==> src/hw/rtl/twm_pkg.sv <==
package twm_pkg;

  localparam int DEF_WINDOW_DEPTH = 10;
  localparam int DEF_SAMPLE_BITS  = 16;
  localparam int QUEUE_DEPTH      = 2;

  localparam int FIELD_W     = 16;
  localparam int FILL_OUT_W  = 4;
  localparam int UNIT_W      = 2;
  localparam int CFG_IDX_W   = 3;
  localparam int CFG_DATA_W  = 16;
  localparam int THRESH_W    = 15;
  localparam int OUT_TDATA_W = 56;

  // register indexes on the config port
  localparam logic [CFG_IDX_W-1:0] REG_TREND_THRESHOLD = 3'd0;
  localparam logic [CFG_IDX_W-1:0] REG_CELSIUS_LOW     = 3'd1;
  localparam logic [CFG_IDX_W-1:0] REG_CELSIUS_HIGH    = 3'd2;
  localparam logic [CFG_IDX_W-1:0] REG_FAHRENHEIT_LOW  = 3'd3;
  localparam logic [CFG_IDX_W-1:0] REG_FAHRENHEIT_HIGH = 3'd4;

  localparam logic [THRESH_W-1:0]   RST_TREND_THRESHOLD = 15'd5;
  localparam logic [CFG_DATA_W-1:0] RST_CELSIUS_LOW     = 16'sd3550;
  localparam logic [CFG_DATA_W-1:0] RST_CELSIUS_HIGH    = 16'sd3750;
  localparam logic [CFG_DATA_W-1:0] RST_FAHRENHEIT_LOW  = 16'sd9590;
  localparam logic [CFG_DATA_W-1:0] RST_FAHRENHEIT_HIGH = 16'sd9950;

  localparam logic [UNIT_W-1:0] UNIT_CELSIUS    = 2'd0;
  localparam logic [UNIT_W-1:0] UNIT_FAHRENHEIT = 2'd1;

  typedef enum logic [1:0] {
    TREND_STABLE  = 2'd0,
    TREND_RISING  = 2'd1,
    TREND_FALLING = 2'd2
  } trend_t;

  typedef enum logic [1:0] {
    B_IDLE,
    B_ACCUM,
    B_DIV
  } back_state_t;

  typedef struct packed {
    logic [THRESH_W-1:0]          trend_threshold;
    logic signed [CFG_DATA_W-1:0] celsius_low_limit;
    logic signed [CFG_DATA_W-1:0] celsius_high_limit;
    logic signed [CFG_DATA_W-1:0] fahrenheit_low_limit;
    logic signed [CFG_DATA_W-1:0] fahrenheit_high_limit;
  } cfg_t;

  // per-item results settled in the front part
  typedef struct packed {
    logic [FIELD_W-1:0] running_minimum;
    logic [FIELD_W-1:0] running_maximum;
    trend_t             trend_code;
    logic               out_of_range;
  } info_t;

endpackage

==> src/hw/rtl/twm_front.sv <==
module twm_front #(
  parameter int SAMPLE_BITS = twm_pkg::DEF_SAMPLE_BITS
) (
  input  logic                          clk,
  input  logic                          rst_n,
  input  twm_pkg::cfg_t                 cfg,
  input  logic                          in_valid,
  output logic                          in_ready,
  input  logic signed [SAMPLE_BITS-1:0] in_sample,
  input  logic [twm_pkg::UNIT_W-1:0]    in_unit,
  output logic                          push_valid,
  input  logic                          push_ready,
  output logic signed [SAMPLE_BITS-1:0] push_sample,
  output twm_pkg::info_t                push_info
);

  localparam int CMP_W = (SAMPLE_BITS > twm_pkg::CFG_DATA_W) ? SAMPLE_BITS
                                                             : twm_pkg::CFG_DATA_W;
  localparam int DIF_W = ((SAMPLE_BITS + 1 > twm_pkg::CFG_DATA_W) ? SAMPLE_BITS + 1
                                                                  : twm_pkg::CFG_DATA_W) + 1;

  logic signed [SAMPLE_BITS-1:0] prev_r, min_r, max_r, min_nxt, max_nxt;
  logic                          seen_r;
  logic signed [DIF_W-1:0]       diff, thr, thr_neg;
  logic signed [CMP_W-1:0]       s_x, lo_x, hi_x;
  logic                          accept;
  twm_pkg::trend_t               trend;
  logic                          flag;

  assign in_ready    = push_ready;
  assign push_valid  = in_valid;
  assign accept      = in_valid && push_ready;
  assign push_sample = in_sample;

  always_comb begin
    diff    = DIF_W'(in_sample) - DIF_W'(prev_r);
    thr     = $signed(DIF_W'(cfg.trend_threshold));
    thr_neg = -thr;
    trend   = twm_pkg::TREND_STABLE;
    if (seen_r) begin
      if (diff > thr) begin
        trend = twm_pkg::TREND_RISING;
      end else if (diff < thr_neg) begin
        trend = twm_pkg::TREND_FALLING;
      end
    end

    s_x = CMP_W'(in_sample);
    case (in_unit)
      twm_pkg::UNIT_CELSIUS: begin
        lo_x = CMP_W'(cfg.celsius_low_limit);
        hi_x = CMP_W'(cfg.celsius_high_limit);
        flag = (s_x < lo_x) || (s_x > hi_x);
      end
      twm_pkg::UNIT_FAHRENHEIT: begin
        lo_x = CMP_W'(cfg.fahrenheit_low_limit);
        hi_x = CMP_W'(cfg.fahrenheit_high_limit);
        flag = (s_x < lo_x) || (s_x > hi_x);
      end
      default: begin
        lo_x = '0;
        hi_x = '0;
        flag = 1'b0;
      end
    endcase

    min_nxt = (in_sample < min_r) ? in_sample : min_r;
    max_nxt = (in_sample > max_r) ? in_sample : max_r;

    push_info.running_minimum = twm_pkg::FIELD_W'(min_nxt);
    push_info.running_maximum = twm_pkg::FIELD_W'(max_nxt);
    push_info.trend_code      = trend;
    push_info.out_of_range    = flag;
  end

  always_ff @(posedge clk) begin
    if (!rst_n) begin
      seen_r <= 1'b0;
      prev_r <= '0;
      min_r  <= {1'b0, {(SAMPLE_BITS-1){1'b1}}};
      max_r  <= {1'b1, {(SAMPLE_BITS-1){1'b0}}};
    end else if (accept) begin
      seen_r <= 1'b1;
      prev_r <= in_sample;
      min_r  <= min_nxt;
      max_r  <= max_nxt;
    end
  end

endmodule

==> src/hw/rtl/twm_queue.sv <==
module twm_queue #(
  parameter int WIDTH = 8,
  parameter int DEPTH = twm_pkg::QUEUE_DEPTH
) (
  input  logic             clk,
  input  logic             rst_n,
  input  logic             push_valid,
  output logic             push_ready,
  input  logic [WIDTH-1:0] push_data,
  output logic             pop_valid,
  input  logic             pop_ready,
  output logic [WIDTH-1:0] pop_data
);

  localparam int PTR_W = (DEPTH > 1) ? $clog2(DEPTH) : 1;
  localparam int CNT_W = $clog2(DEPTH + 1);

  logic [WIDTH-1:0] slot_r [DEPTH];
  logic [PTR_W-1:0] wr_ptr_r, rd_ptr_r;
  logic [CNT_W-1:0] count_r;
  logic             do_push, do_pop;

  assign push_ready = (count_r != CNT_W'(DEPTH));
  assign pop_valid  = (count_r != '0);
  assign pop_data   = slot_r[rd_ptr_r];
  assign do_push    = push_valid && push_ready;
  assign do_pop     = pop_valid && pop_ready;

  always_ff @(posedge clk) begin
    if (do_push) begin
      slot_r[wr_ptr_r] <= push_data;
    end
  end

  always_ff @(posedge clk) begin
    if (!rst_n) begin
      wr_ptr_r <= '0;
      rd_ptr_r <= '0;
      count_r  <= '0;
    end else begin
      if (do_push) begin
        wr_ptr_r <= (wr_ptr_r == PTR_W'(DEPTH - 1)) ? '0 : wr_ptr_r + 1'b1;
      end
      if (do_pop) begin
        rd_ptr_r <= (rd_ptr_r == PTR_W'(DEPTH - 1)) ? '0 : rd_ptr_r + 1'b1;
      end
      case ({do_push, do_pop})
        2'b10:   count_r <= count_r + 1'b1;
        2'b01:   count_r <= count_r - 1'b1;
        default: count_r <= count_r;
      endcase
    end
  end

endmodule

==> src/hw/rtl/twm_div.sv <==
module twm_div #(
  parameter int DIVIDEND_W = 20,
  parameter int DIVISOR_W  = 4
) (
  input  logic                         clk,
  input  logic                         rst_n,
  input  logic                         start,
  input  logic signed [DIVIDEND_W-1:0] dividend,
  input  logic [DIVISOR_W-1:0]         divisor,
  output logic                         done,
  output logic signed [DIVIDEND_W-1:0] quotient
);

  localparam int CNT_W = $clog2(DIVIDEND_W + 1);

  logic                  busy_r, done_r, neg_r;
  logic [CNT_W-1:0]      cnt_r;
  logic [DIVIDEND_W-1:0] q_r;
  logic [DIVISOR_W:0]    rem_r, shifted, rem_nxt;
  logic [DIVISOR_W-1:0]  dvs_r;
  logic                  fits;

  // restoring divide on the magnitude, one quotient bit per cycle
  always_comb begin
    shifted = {rem_r[DIVISOR_W-1:0], q_r[DIVIDEND_W-1]};
    fits    = (shifted >= {1'b0, dvs_r});
    rem_nxt = fits ? (shifted - {1'b0, dvs_r}) : shifted;
  end

  assign done     = done_r;
  assign quotient = neg_r ? $signed('0 - q_r) : $signed(q_r);

  always_ff @(posedge clk) begin
    if (start) begin
      neg_r <= dividend[DIVIDEND_W-1];
      q_r   <= dividend[DIVIDEND_W-1] ? ('0 - dividend) : dividend;
      rem_r <= '0;
      dvs_r <= divisor;
    end else if (busy_r) begin
      q_r   <= {q_r[DIVIDEND_W-2:0], fits};
      rem_r <= rem_nxt;
    end
  end

  always_ff @(posedge clk) begin
    if (!rst_n) begin
      busy_r <= 1'b0;
      done_r <= 1'b0;
      cnt_r  <= '0;
    end else if (start) begin
      busy_r <= 1'b1;
      done_r <= 1'b0;
      cnt_r  <= CNT_W'(DIVIDEND_W);
    end else if (busy_r) begin
      cnt_r <= cnt_r - 1'b1;
      if (cnt_r == CNT_W'(1)) begin
        busy_r <= 1'b0;
        done_r <= 1'b1;
      end
    end
  end

endmodule

==> src/hw/rtl/twm_back.sv <==
module twm_back #(
  parameter int WINDOW_DEPTH = twm_pkg::DEF_WINDOW_DEPTH,
  parameter int SAMPLE_BITS  = twm_pkg::DEF_SAMPLE_BITS
) (
  input  logic                                clk,
  input  logic                                rst_n,
  input  logic                                pop_valid,
  output logic                                pop_ready,
  input  logic signed [SAMPLE_BITS-1:0]       pop_sample,
  input  twm_pkg::info_t                      pop_info,
  output logic                                out_tvalid,
  input  logic                                out_tready,
  output logic [twm_pkg::OUT_TDATA_W-1:0]     out_tdata
);

  localparam int SLOT_W = $clog2(WINDOW_DEPTH);
  localparam int FILL_W = $clog2(WINDOW_DEPTH + 1);
  localparam int SUM_W  = SAMPLE_BITS + FILL_W;
  localparam int PAD_W  = twm_pkg::OUT_TDATA_W - 3 * twm_pkg::FIELD_W
                          - $bits(twm_pkg::trend_t) - 1 - twm_pkg::FILL_OUT_W;

  twm_pkg::back_state_t          state_r, state_nxt;
  logic signed [SAMPLE_BITS-1:0] window_mem [WINDOW_DEPTH];
  logic signed [SAMPLE_BITS-1:0] rd_r, samp_r;
  twm_pkg::info_t                info_r;
  logic [SLOT_W-1:0]             slot_r, slot_nxt;
  logic [FILL_W-1:0]             fill_r, fill_nxt;
  logic signed [SUM_W-1:0]       sum_r, sum_nxt, leaving;
  logic                          full, div_start, div_done, out_load;
  logic signed [SUM_W-1:0]       quot;
  logic                          out_valid_r;
  logic [twm_pkg::OUT_TDATA_W-1:0] out_data_r;

  twm_div #(
    .DIVIDEND_W (SUM_W),
    .DIVISOR_W  (FILL_W)
  ) u_div (
    .clk      (clk),
    .rst_n    (rst_n),
    .start    (div_start),
    .dividend (sum_nxt),
    .divisor  (fill_nxt),
    .done     (div_done),
    .quotient (quot)
  );

  always_comb begin
    full     = (fill_r == FILL_W'(WINDOW_DEPTH));
    leaving  = full ? SUM_W'(rd_r) : '0;
    sum_nxt  = sum_r - leaving + SUM_W'(samp_r);
    fill_nxt = full ? fill_r : fill_r + 1'b1;
    slot_nxt = (slot_r == SLOT_W'(WINDOW_DEPTH - 1)) ? '0 : slot_r + 1'b1;

    pop_ready = 1'b0;
    div_start = 1'b0;
    out_load  = 1'b0;
    state_nxt = state_r;
    case (state_r)
      twm_pkg::B_IDLE: begin
        pop_ready = 1'b1;
        if (pop_valid) begin
          state_nxt = twm_pkg::B_ACCUM;
        end
      end
      twm_pkg::B_ACCUM: begin
        div_start = 1'b1;
        state_nxt = twm_pkg::B_DIV;
      end
      twm_pkg::B_DIV: begin
        if (div_done && (!out_valid_r || out_tready)) begin
          out_load  = 1'b1;
          state_nxt = twm_pkg::B_IDLE;
        end
      end
      default: state_nxt = twm_pkg::B_IDLE;
    endcase
  end

  always_ff @(posedge clk) begin
    if (!rst_n) begin
      state_r <= twm_pkg::B_IDLE;
    end else begin
      state_r <= state_nxt;
    end
  end

  // window store: oldest sample registered in the cycle before the overwrite
  always_ff @(posedge clk) begin
    if (state_r == twm_pkg::B_ACCUM) begin
      window_mem[slot_r] <= samp_r;
    end
    rd_r <= window_mem[slot_r];
  end

  always_ff @(posedge clk) begin
    if (pop_valid && pop_ready) begin
      samp_r <= pop_sample;
      info_r <= pop_info;
    end
    if (out_load) begin
      out_data_r <= {{PAD_W{1'b0}},
                     twm_pkg::FILL_OUT_W'(fill_r),
                     info_r.out_of_range,
                     info_r.trend_code,
                     info_r.running_maximum,
                     info_r.running_minimum,
                     twm_pkg::FIELD_W'(quot)};
    end
  end

  always_ff @(posedge clk) begin
    if (!rst_n) begin
      slot_r      <= '0;
      fill_r      <= '0;
      sum_r       <= '0;
      out_valid_r <= 1'b0;
    end else begin
      if (state_r == twm_pkg::B_ACCUM) begin
        slot_r <= slot_nxt;
        fill_r <= fill_nxt;
        sum_r  <= sum_nxt;
      end
      if (out_load) begin
        out_valid_r <= 1'b1;
      end else if (out_tready) begin
        out_valid_r <= 1'b0;
      end
    end
  end

  assign out_tvalid = out_valid_r;
  assign out_tdata  = out_data_r;

endmodule

==> src/hw/rtl/temperature_window_monitor_unit.sv <==
// Temperature window monitor: one result beat per sample beat.
// Input stream: in_tdata carries a signed sample in hundredths of a degree,
// in_tuser its unit (Celsius, Fahrenheit, anything else is unknown).
// Output stream: window average, all-time min and max, trend versus the
// previous sample, out-of-range flag against the unit's limits, window fill.
// Config port: cfg_index picks the register (threshold, then the four
// limits), cfg_data the value; always ready, meant to be used while idle.
// The front checks trend, limits and min/max as a beat is taken and pushes
// it into a two-entry queue; the back updates the sample ring and the sum,
// then divides the sum by the fill count one quotient bit per cycle.
// The back takes no new sample until the bit-serial divider has finished and
// its result is loaded into the output register. The front keeps taking
// beats until the queue is full.
// A stalled receiver holds the result register; the back then waits with the
// next quotient ready, and in_tready drops once the queue fills.
// Reset (rst_n low, synchronous) empties window, sum, queue and output and
// reloads the limit registers with their defaults.
module temperature_window_monitor_unit #(
  parameter int WINDOW_DEPTH = twm_pkg::DEF_WINDOW_DEPTH,
  parameter int SAMPLE_BITS  = twm_pkg::DEF_SAMPLE_BITS
) (
  input  logic                                   clk,
  input  logic                                   rst_n,
  // in_tdata: [SAMPLE_BITS-1:0] sample_value, upper bits zero
  input  logic                                   in_tvalid,
  output logic                                   in_tready,
  input  logic [((SAMPLE_BITS + 7) / 8) * 8 - 1:0] in_tdata,
  // in_tuser: [1:0] unit_code
  input  logic [twm_pkg::UNIT_W-1:0]             in_tuser,
  // out_tdata: [15:0] window_average, [31:16] running_minimum,
  // [47:32] running_maximum, [49:48] trend_code, [50] out_of_range,
  // [54:51] window_fill, [55] zero
  output logic                                   out_tvalid,
  input  logic                                   out_tready,
  output logic [twm_pkg::OUT_TDATA_W-1:0]        out_tdata,
  input  logic                                   cfg_valid,
  output logic                                   cfg_ready,
  input  logic [twm_pkg::CFG_IDX_W-1:0]          cfg_index,
  input  logic [twm_pkg::CFG_DATA_W-1:0]         cfg_data
);

  localparam int Q_W = SAMPLE_BITS + $bits(twm_pkg::info_t);

  twm_pkg::cfg_t                 cfg_r;
  logic                          q_push_valid, q_push_ready;
  logic                          q_pop_valid, q_pop_ready;
  logic signed [SAMPLE_BITS-1:0] f_sample, b_sample;
  twm_pkg::info_t                f_info, b_info;
  logic [Q_W-1:0]                q_pop_data;

  assign cfg_ready = 1'b1;

  // limit and threshold registers
  always_ff @(posedge clk) begin
    if (!rst_n) begin
      cfg_r.trend_threshold       <= twm_pkg::RST_TREND_THRESHOLD;
      cfg_r.celsius_low_limit     <= twm_pkg::RST_CELSIUS_LOW;
      cfg_r.celsius_high_limit    <= twm_pkg::RST_CELSIUS_HIGH;
      cfg_r.fahrenheit_low_limit  <= twm_pkg::RST_FAHRENHEIT_LOW;
      cfg_r.fahrenheit_high_limit <= twm_pkg::RST_FAHRENHEIT_HIGH;
    end else if (cfg_valid && cfg_ready) begin
      case (cfg_index)
        twm_pkg::REG_TREND_THRESHOLD:
          cfg_r.trend_threshold <= cfg_data[twm_pkg::THRESH_W-1:0];
        twm_pkg::REG_CELSIUS_LOW:     cfg_r.celsius_low_limit     <= cfg_data;
        twm_pkg::REG_CELSIUS_HIGH:    cfg_r.celsius_high_limit    <= cfg_data;
        twm_pkg::REG_FAHRENHEIT_LOW:  cfg_r.fahrenheit_low_limit  <= cfg_data;
        twm_pkg::REG_FAHRENHEIT_HIGH: cfg_r.fahrenheit_high_limit <= cfg_data;
        default: ;  // unmapped index, write dropped
      endcase
    end
  end

  twm_front #(
    .SAMPLE_BITS (SAMPLE_BITS)
  ) u_front (
    .clk         (clk),
    .rst_n       (rst_n),
    .cfg         (cfg_r),
    .in_valid    (in_tvalid),
    .in_ready    (in_tready),
    .in_sample   ($signed(in_tdata[SAMPLE_BITS-1:0])),
    .in_unit     (in_tuser),
    .push_valid  (q_push_valid),
    .push_ready  (q_push_ready),
    .push_sample (f_sample),
    .push_info   (f_info)
  );

  twm_queue #(
    .WIDTH (Q_W),
    .DEPTH (twm_pkg::QUEUE_DEPTH)
  ) u_queue (
    .clk        (clk),
    .rst_n      (rst_n),
    .push_valid (q_push_valid),
    .push_ready (q_push_ready),
    .push_data  ({f_sample, f_info}),
    .pop_valid  (q_pop_valid),
    .pop_ready  (q_pop_ready),
    .pop_data   (q_pop_data)
  );

  assign b_sample = $signed(q_pop_data[Q_W-1 -: SAMPLE_BITS]);
  assign b_info   = q_pop_data[$bits(twm_pkg::info_t)-1:0];

  twm_back #(
    .WINDOW_DEPTH (WINDOW_DEPTH),
    .SAMPLE_BITS  (SAMPLE_BITS)
  ) u_back (
    .clk        (clk),
    .rst_n      (rst_n),
    .pop_valid  (q_pop_valid),
    .pop_ready  (q_pop_ready),
    .pop_sample (b_sample),
    .pop_info   (b_info),
    .out_tvalid (out_tvalid),
    .out_tready (out_tready),
    .out_tdata  (out_tdata)
  );

`ifndef NO_ASSERTIONS
  // every result follows at least one sample, so min never exceeds max
  a_min_le_max: assert property (@(posedge clk) disable iff (!rst_n)
    out_tvalid |-> (SAMPLE_BITS > twm_pkg::FIELD_W) ||
                   ($signed(out_tdata[31:16]) <= $signed(out_tdata[47:32])))
    else $error("running minimum above running maximum");

  // a fill of one only comes with the first sample, which has no trend
  a_first_stable: assert property (@(posedge clk) disable iff (!rst_n)
    (out_tvalid && (out_tdata[54:51] == 4'd1)) |->
      (WINDOW_DEPTH > 15) || (out_tdata[49:48] == twm_pkg::TREND_STABLE))
    else $error("trend reported on first sample");

  // the front only pushes what it was handed on an accepted beat
  a_push_on_accept: assert property (@(posedge clk) disable iff (!rst_n)
    (q_push_valid && q_push_ready) |-> (in_tvalid && in_tready &&
      (f_sample == $signed(in_tdata[SAMPLE_BITS-1:0]))))
    else $error("queue push without matching input beat");
`endif

endmodule
==> config.mk <==
export PLATFORM = sky130hd
export DESIGN_NAME = temperature_window_monitor_unit
export DESIGN_NICKNAME = d
export VERILOG_FILES = /design/src/hw/rtl/twm_pkg.sv /design/src/hw/rtl/twm_front.sv /design/src/hw/rtl/twm_queue.sv /design/src/hw/rtl/twm_div.sv /design/src/hw/rtl/twm_back.sv /design/src/hw/rtl/temperature_window_monitor_unit.sv
export SDC_FILE = /design/constraint.sdc
export NUM_CORES = 1
export LEC_CHECK = 0
export BUFFER_PORTS_ARGS = -buffer_cell sky130_fd_sc_hd__buf_4
export CAP_MARGIN = 20
export CORE_ASPECT_RATIO = 0.5
export CORE_UTILIZATION = 50
export DETAILED_ROUTE_END_ITERATION = 10
export GPL_ROUTABILITY_DRIVEN = 0
export GPL_TIMING_DRIVEN = 0
export PLACE_DENSITY = 0.75
export SLEW_MARGIN = 20
export SYNTH_ARGS = -nofsm -noshare
export SYNTH_HDL_FRONTEND = slang
export SYNTH_HIERARCHICAL = 1
export SYNTH_SLANG_ARGS = --single-unit
==> constraint.sdc <==
create_clock -name clk -period 5.98 [get_ports clk]
set_clock_uncertainty 0.15 [all_clocks]
set_input_delay 0.598 -clock clk [delete_from_list [all_inputs] [get_ports clk]]
set_output_delay 0.598 -clock clk [all_outputs]
set_load 0.02 [all_outputs]
==> results of run 1 <==
[critical path, stage by stage (launching register included)]
cell	delay, ns
dfxtp_1	0.47
inv_1	0.08
ha_1	0.19
nand2_1	0.06
nor2_1	0.04
clkbuf_1	0.27
and2_1	0.27
fa_1	0.47
inv_1	0.04
ha_1	0.35
a21oi_1	0.20
nand2_1	0.15
o21a_1	0.26
a31o_2	0.25
a211oi_1	0.38
nor2_1	0.16
or4_1	0.42
clkbuf_1	0.19
nor4_1	0.57
o211ai_1	0.17
[state kept, by name, summed over array words and instances (netlist names), 20 cells and up, named ones only]
register,count
cfg_r,79
u_back/info_r,35
u_back/out_tdata,55
u_back/sum_r,20
u_back/u_div/q_r,20
u_back/window_mem,160
u_queue/slot_r,102
[power by group through the flow]
stage	registers, mW	clock network, mW	logic (mW)
6_report	5.73	3.25	6.11
5_1_grt	5.81	3.45	6.78
4_1_cts	5.73	3.30	6.07
3_5_place_dp	5.81	0	6.01
3_3_place_gp	5.79	0	5.83
2_1_floorplan	5.64	0	4.63
[path summary, 6_finish.rpt]
kind         cells after the start                    to  slack, ns               from
max reg2reg                     19  u_back/u_div/q_r[17]       0.55   u_back/fill_r[0]
min                              3             cfg_r[74]       0.15       cfg_data[10]
min reg2reg                      0  u_back/out_tdata[45]       0.27  u_back/info_r[16]
max                             19  u_back/u_div/q_r[17]       0.55   u_back/fill_r[0]
[final cells by class]
type                       instances  share of cell area (%)
buffer                           120                    1.92
clock buffer                      68                    4.30
clock inverter                    21                   0.650
inverter                         232                    2.71
multi-input combinational       1475                    36.3
sequential                       584                    48.3
tap                              756                    2.92
timing repair buffer             114                    2.87
[routing by layer]
layer	wire [um]	share of wire (%)
met3	3160	5.0
met4	1500	2.4
met5	0	0
met1	28100	44
met2	30700	48
[through the flow]
step                      hold slack, ns  cell area (um^2)
final                              0.154             32400
after global routing               0.145             32400
after CTS                          0.127             32400
after detailed placement           0.255             30800
after global placement             0.254             30500
after floorplan                    0.250             28800
==> results.toml, run 1 <==
[run_status]
status = "completed"

[global_routing]
met3_usage_pct = 2.94
antenna_found_initial = 0
grt_pass1_wl_um = 99800
grt_overflow = 0
grt_pass1_vias = 18400
met1_usage_pct = 28.8
busiest_layer = "met2"
met2_usage_pct = 37.5
track_usage_pct = 21.8
grt_max_degree = 52

[layout]
diodes = 0
final_cell_mix = "edfxtp_1, inv_1, nand2_1"
multi_input_area_mm2 = 0.0118
fin_util_pct = 57.5
stdcell_count = 3370
syn_to_final_growth_pct = 12.2
mostFrequentLayoutCell = "edfxtp_1"
fill_cells = 4483
fin_nets = 2811
regArea_mm2 = 0.0156
layout-drive-gt1-share_pct = 15.4

[critical_path]
crit_type = "reg2reg"
setup.worst_path.end_class = "flip-flop"
cp_max_fo = 10
startpoint_type = "flip-flop"
arrival_ns = 5.58
cp_data_required_time_ns = 6.13

[placed_design]
port-buffer-count = 98
dp.cells = 3281
pre_cts_slack_ns = 0.635
dp_hpwl_um = 45000

[clock_network]
cts_tree = "built"
clock_path_buffers = 3
clk_latency_ns = 0.58
cts_made_buffers = 49
cts_hold_buf = 0
cts_resized = 0
clock_sinks = 584
cts_max_level = 2
cts_post_setup_buffers_inserted = 0
cts-root-buf = "clkbuf_16"
clk_pin_slew_ns = 0.07

[sta]
hold_viol = 0
fmax_mhz = 184
setup_viol_count_final = 0
timing.final.crit_share_pct = 90.8
period_minus_slack_ns = 5.43
fin_ws_ns = 0.547
rsz0062_at_grt = "no"
slew_headroom_pct = 33.7
tightest_slew_ns = 0.995
drv_slew = 0
fin_tns_setup_ns = 0

[detailed_routing]
wirelength_um = 63500
firstDrtPassIters = 5
drt_iter0_drc = 1303
vias_per_cell = 5.54
postRouteAntennaNets = 0
wire_per_inst_um = 18.8
vias = 18700
drc = 0

[power]
power_switching_mw = 5.63
comb_power_share_pct = 40.5
p_leak_nw = 12.6
ir_drop_mv = 0.377
report.power.total_mw = 15.1
clockPowerShare_pct = 21.5
switching_share_pct = 37.3
seq_power_share_pct = 38.0
power.density_mw_per_mm2 = 466
p_int_mw = 9.46

[die]
die_w_um = 342
die_y_um = 172
die-area_mm2 = 0.0587
std_cell_rows = 61
placeableCoreArea_mm2 = 0.0563
io_pins = 101
start_util_pct = 51.3

[synth]
synth_area_mm2 = 0.0288
yosys_warnings = 6
synth.avg_cell_area_um2 = 12.0
syn_nets = 2646
syn_inst = 2411

[hold_path]
hp-class = "in2reg"

[flow_run]
drv_cap = 0
Note: power is estimated with default switching activity, not from simulation.
==> run 2, diff against run 1 <==
--- a/config.mk
+++ b/config.mk
@@ -5,6 +5,7 @@
 export SDC_FILE = /design/constraint.sdc
 export NUM_CORES = 1
 export LEC_CHECK = 0
+export ABC_AREA = 1
 export BUFFER_PORTS_ARGS = -buffer_cell sky130_fd_sc_hd__buf_4
 export CAP_MARGIN = 20
 export CORE_ASPECT_RATIO = 0.5
==> results.toml, run 2 <==
[layout]
syn_to_final_growth_pct = 12.6
fin_util_pct = 57.2
regArea_mm2 = 0.0156
fin_nets = 3446
mostFrequentLayoutCell = "nand2_1"
final_cell_mix = "nand2_1, inv_1, edfxtp_1"
fill_cells = 4809
layout-drive-gt1-share_pct = 12.6
multi_input_area_mm2 = 0.0114
stdcell_count = 4024
post-route-cell-area_mm2 = 0.0329
largest_reg_flops = 160
largest_register = "u_back/window_mem"
reg_top3 = "u_back/window_mem: 160 flops, u_queue/slot_r: 102 flops, cfg_r: 79 flops"

[global_routing]
grt_max_degree = 26
grt_pass1_vias = 21000
grt_pass1_wl_um = 107000
grt_overflow = 0
track_usage_pct = 22.6
antenna_found_initial = 0

[die]
die_w_um = 344
die-area_mm2 = 0.0595
start_util_pct = 50.8
io_pins = 101
std_cell_rows = 62
die_y_um = 173
placeableCoreArea_mm2 = 0.0576

[clock_network]
cts_resized = 0
cts_made_buffers = 52
cts-root-buf = "clkbuf_16"
clk_latency_ns = 0.60
cts_max_level = 2
clk_pin_slew_ns = 0.07
clock_sinks = 584
clock_path_buffers = 3
cts_post_setup_buffers_inserted = 0
cts_tree = "built"
cts_hold_buf = 0

[synth]
syn_nets = 3270
syn_inst = 3035
synth_area_mm2 = 0.0292
yosys_warnings = 6
synth.avg_cell_area_um2 = 9.63

[placed_design]
dp_hpwl_um = 48600
port-buffer-count = 98
pre_cts_slack_ns = 1.33
dpl_cell_area_mm2 = 0.0313
dp.cells = 3925

[sta]
tightest_slew_ns = 0.860
hold_viol = 0
period_minus_slack_ns = 4.70
fin_tns_setup_ns = 0
rsz0062_at_grt = "no"
fin_ws_ns = 1.28
timing.final.crit_share_pct = 78.6
setup_viol_count_final = 0
fmax_mhz = 213
slew_headroom_pct = 42.6
drv_slew = 0
holdWs_ns = 0.0897

[run_status]
status = "completed"

[critical_path]
startpoint_type = "flip-flop"
crit_type = "reg2reg"
regToRegStartpoint = "u_back/fill_r[0]"
cp_max_fo = 10
setup.worst_path.end_class = "flip-flop"
cpPeakStageDelay_ns = 0.52
path_common_cell = "nand3_1"
arrival_ns = 4.91
critPathTopFamily = "simple AND/OR/NAND/NOR gates"
critPathLaunch = "u_back/fill_r[0]"
crit_chain = "inv_1 -> ha_1 -> nand3_1 -> clkbuf_1 -> nor2_1 -> fa_1 -> inv_1 -> ha_1 -> nand2_1 -> inv_1 -> a21oi_1 -> nand3_1 -> xor2_1 -> nor2_1 -> nor2_2 -> nor2_4 -> nand3_1 -> nand2_1 -> nand3_1 -> nand2_1"
ff2ff_setup_slack_ns = 1.28
rr_worst_depth = 20
r2r_end = "u_back/u_div/q_r[18]"
worst-path-buf-inv = 4
crit_path_top_delay_cell = "xor2_1"
cp_data_required_time_ns = 6.19

[hold_path]
min_from = "cfg_data[13]"
whs_endpoint = "cfg_r[13]"
holdPathStages = 3
hp-class = "in2reg"

[power]
comb_power_share_pct = 43.9
p_int_mw = 9.69
seq_power_share_pct = 36.0
clockPowerShare_pct = 20.1
ir_drop_mv = 0.379
switching_share_pct = 40.6
power_switching_mw = 6.63
p_leak_nw = 14.4
report.power.total_mw = 16.3
power.density_mw_per_mm2 = 496

[detailed_routing]
wire_per_inst_um = 16.8
postRouteAntennaNets = 0
drt_iter0_drc = 1774
vias_per_cell = 5.35
firstDrtPassIters = 6
drc = 0
wirelength_um = 67500
vias = 21500

[flow_run]
drv_cap = 0
run 2: cell type report:
type,count,share of cell area [%]
sequential,584,47.5
buffer,107,2.01
timing repair buffer,122,3.09
multi-input combinational,1912,34.5
tap,768,2.92
antenna,1,0.00760
inverter,432,4.93
clock inverter,27,0.635
clock buffer,71,4.39
run 2: worst max path at each step:
stage,to,slack [ns],depth (start not counted)
CTS,u_back/u_div/q_r[18],1.33,20
global placement,u_back/out_tdata[28],-1.73,3
floorplan,u_back/out_tdata[0],0.80,2
global route,u_back/u_div/q_r[17],0.99,21
detailed placement,u_back/u_div/q_r[18],1.33,20
finish,u_back/u_div/q_r[18],1.28,20
run 2: power groups by stage:
stage | registers, mW | clock network [mW] | logic [mW]
floorplan | 5.79 | 0 | 5.34
global placement | 5.96 | 0 | 6.78
detailed placement | 5.96 | 0 | 7.05
CTS | 5.87 | 3.32 | 7.11
global route | 5.95 | 3.49 | 7.98
finish | 5.88 | 3.28 | 7.17
run 2: layer usage:
metal | global-route usage [%] | vias to the layer above | share of wire (%)
li1 | - | 10500 | -
met1 | 28.9 | 10200 | 42
met2 | 39.0 | 742 | 48
met3 | 3.65 | 135 | 6.7
met4 | 7.21 | 0 | 2.8
met5 | 0 | - | 0
run 2: tightest hold or removal path: stages:
cell and delay [ns]:
buf_4 0.10, nand2_1 0.05, nand3_1 0.06
==> run 3, diff against run 2 <==
--- a/config.mk
+++ b/config.mk
@@ -13,7 +13,7 @@
 export DETAILED_ROUTE_END_ITERATION = 10
 export GPL_ROUTABILITY_DRIVEN = 0
 export GPL_TIMING_DRIVEN = 0
-export PLACE_DENSITY = 0.75
+export PLACE_DENSITY = 0.78
 export SLEW_MARGIN = 20
 export SYNTH_ARGS = -nofsm -noshare
 export SYNTH_HDL_FRONTEND = slang
==> constraint.sdc (replaced) <==
create_clock -name clk -period 4.17 [get_ports clk]
set_clock_uncertainty 0.15 [all_clocks]
set_input_delay 0.417 -clock clk [delete_from_list [all_inputs] [get_ports clk]]
set_output_delay 0.417 -clock clk [all_outputs]
set_load 0.02 [all_outputs]
==> results.toml, run 3 (same netlist as run 2, synthesis figures left out) <==
[sta]
timing.final.crit_share_pct = 95.9
period_minus_slack_ns = 4.00
drv_slew = 0
holdWs_ns = 0.0835
slew_headroom_pct = 40.2
tightest_slew_ns = 0.897
setup_viol_count_final = 0
hold_viol = 0
fin_tns_setup_ns = 0
fmax_mhz = 250

[layout]
syn_to_final_growth_pct = 14.2
stdcell_count = 4037
fill_cells = 4660
fin_nets = 3461
reg_top3 = "u_back/window_mem: 160 flops, u_queue/slot_r: 102 flops, cfg_r: 79 flops"
fin_util_pct = 58.0
largest_reg_flops = 160
final_cell_mix = "nand2_1, inv_1, edfxtp_1"
layout-drive-gt1-share_pct = 13.6
largest_register = "u_back/window_mem"
mostFrequentLayoutCell = "nand2_1"
diodes = 0

[placed_design]
dp.cells = 3920
port-buffer-count = 98
dp_hpwl_um = 49000

[power]
clockPowerShare_pct = 20.7
power_switching_mw = 9.81
p_leak_nw = 14.5
ir_drop_mv = 0.747
switching_share_pct = 40.4
power.density_mw_per_mm2 = 727
seq_power_share_pct = 34.7
p_int_mw = 14.5
comb_power_share_pct = 44.6

[clock_network]
cts_tree = "built"
clk_latency_ns = 0.60
clock_path_buffers = 3
clk_pin_slew_ns = 0.07
clock_sinks = 584
cts_max_level = 2
cts-root-buf = "clkbuf_16"
cts_made_buffers = 51

[detailed_routing]
drc = 0
postRouteAntennaNets = 0
wirelength_um = 69200
wire_per_inst_um = 17.1
firstDrtPassIters = 6
vias = 21800
drt_iter0_drc = 2054
vias_per_cell = 5.39

[critical_path]
cp_max_fo = 10
cpPeakStageDelay_ns = 0.48
critPathLaunch = "u_back/fill_r[0]"
regToRegStartpoint = "u_back/fill_r[0]"
startpoint_type = "flip-flop"
setup.worst_path.end_class = "flip-flop"
arrival_ns = 4.17
crit_type = "reg2reg"
cp_data_required_time_ns = 4.34
crit_path_top_delay_cell = "fa_1"
crit_chain = "inv_1 -> ha_1 -> nand3_4 -> buf_6 -> nor2_1 -> fa_1 -> inv_1 -> ha_1 -> nand2_1 -> inv_1 -> a21oi_1 -> nand3_2 -> nand2_1 -> nand2_1 -> nand2_1 -> nand2_1 -> inv_2 -> nand2_1 -> nor2_1 -> nand3b_1 -> nand2_1 -> nand2_1 -> nand3_1 -> o21ai_1"
path_common_cell = "nand2_1"

[die]
die_y_um = 173
std_cell_rows = 62
placeableCoreArea_mm2 = 0.0576
die_w_um = 344
io_pins = 101
die-area_mm2 = 0.0595
start_util_pct = 50.8

[global_routing]
track_usage_pct = 23.2
grt_max_degree = 27
busiest_layer = "met2"
antenna_found_initial = 0
grt_pass1_wl_um = 110000
met2_usage_pct = 39.8
met3_usage_pct = 2.96
grt_overflow = 0
met1_usage_pct = 30.2
grt_pass1_vias = 21400

[run_status]
status = "completed"

[flow_run]
drv_cap = 0

[hold_path]
min_from = "cfg_data[15]"
hp-class = "in2reg"
## run 3: cell count changes in the layout (fill, tap and decap cells not counted), moves of 4 or more
cell	change
clkbuf_1	-8
ha_1	-5
dlygate4sd3_1	+15
buf_8	+8
clkinv_2	+4
a21oi_2	+4
a21oi_1	-4
clkinv_1	-8
## run 3: timing repair
item	4_1_cts	5_1_grt
cloned	0	0
endpoints found under the setup margin	19	15
resized for setup	6	27
hold endpoints to repair	38	0
buffers inserted	0	6
hold buffers	15	0
pin swaps	0	1
## run 3: through the flow
step	setup WS, ns	cell area, um^2	power (mW)
finish	0.172	33400	24.3
detailed placement	-0.393	31300	18.6
global placement	-0.550	30900	18.2
global route	-0.0130	33400	25.9
CTS	0.00924	33200	23.8
floorplan	0.386	29200	15.9
## run 3: worst max-delay path: cells and delay by family, from the launching register on
kind | cells | cell delay [ns]
simple gates | 14 | 1.40
compound gates | 2 | 0.26
fa+ha+maj | 3 | 1.06
buf+inv | 5 | 0.46
flops | 1 | 0.39
## run 3: metal layers
layer	part of all wire, %	routed length (um)
met1	41	28600
met2	48	33500
met4	3.2	2210
met3	6.9	4770
met5	0	0
## run 3: path summary, 6_finish.rpt
path                            slack, ns                   end  cells after the start
worst min-delay path                 0.08             cfg_r[47]                      5
worst max-delay path                 0.17  u_back/u_div/q_r[15]                     24
worst min register to register       0.27  u_back/out_tdata[25]                      0
worst max register to register       0.17  u_back/u_div/q_r[15]                     24
## run 3: power by group through the flow
stage	Sequential (mW)	Combinational (mW)	Clock, mW
6_report	8.43	10.8	5.03
5_1_grt	8.53	12.0	5.32
2_1_floorplan	8.28	7.66	0
4_1_cts	8.42	10.2	5.09
3_3_place_gp	8.52	9.68	0
3_5_place_dp	8.53	10.1	0
## run 3: area by class of cell
| cell class | instances | area [um^2] | share of cell area (%) |
|---|---|---|---|
| multi-input combinational | 1912 | 11500 | 34.4 |
| tap | 768 | 961 | 2.88 |
| timing repair buffer | 138 | 1210 | 3.62 |
| buffer | 107 | 677 | 2.03 |
| clock inverter | 27 | 278 | 0.832 |
| inverter | 432 | 1630 | 4.87 |
| sequential | 584 | 15600 | 46.8 |
| clock buffer | 69 | 1520 | 4.56 |
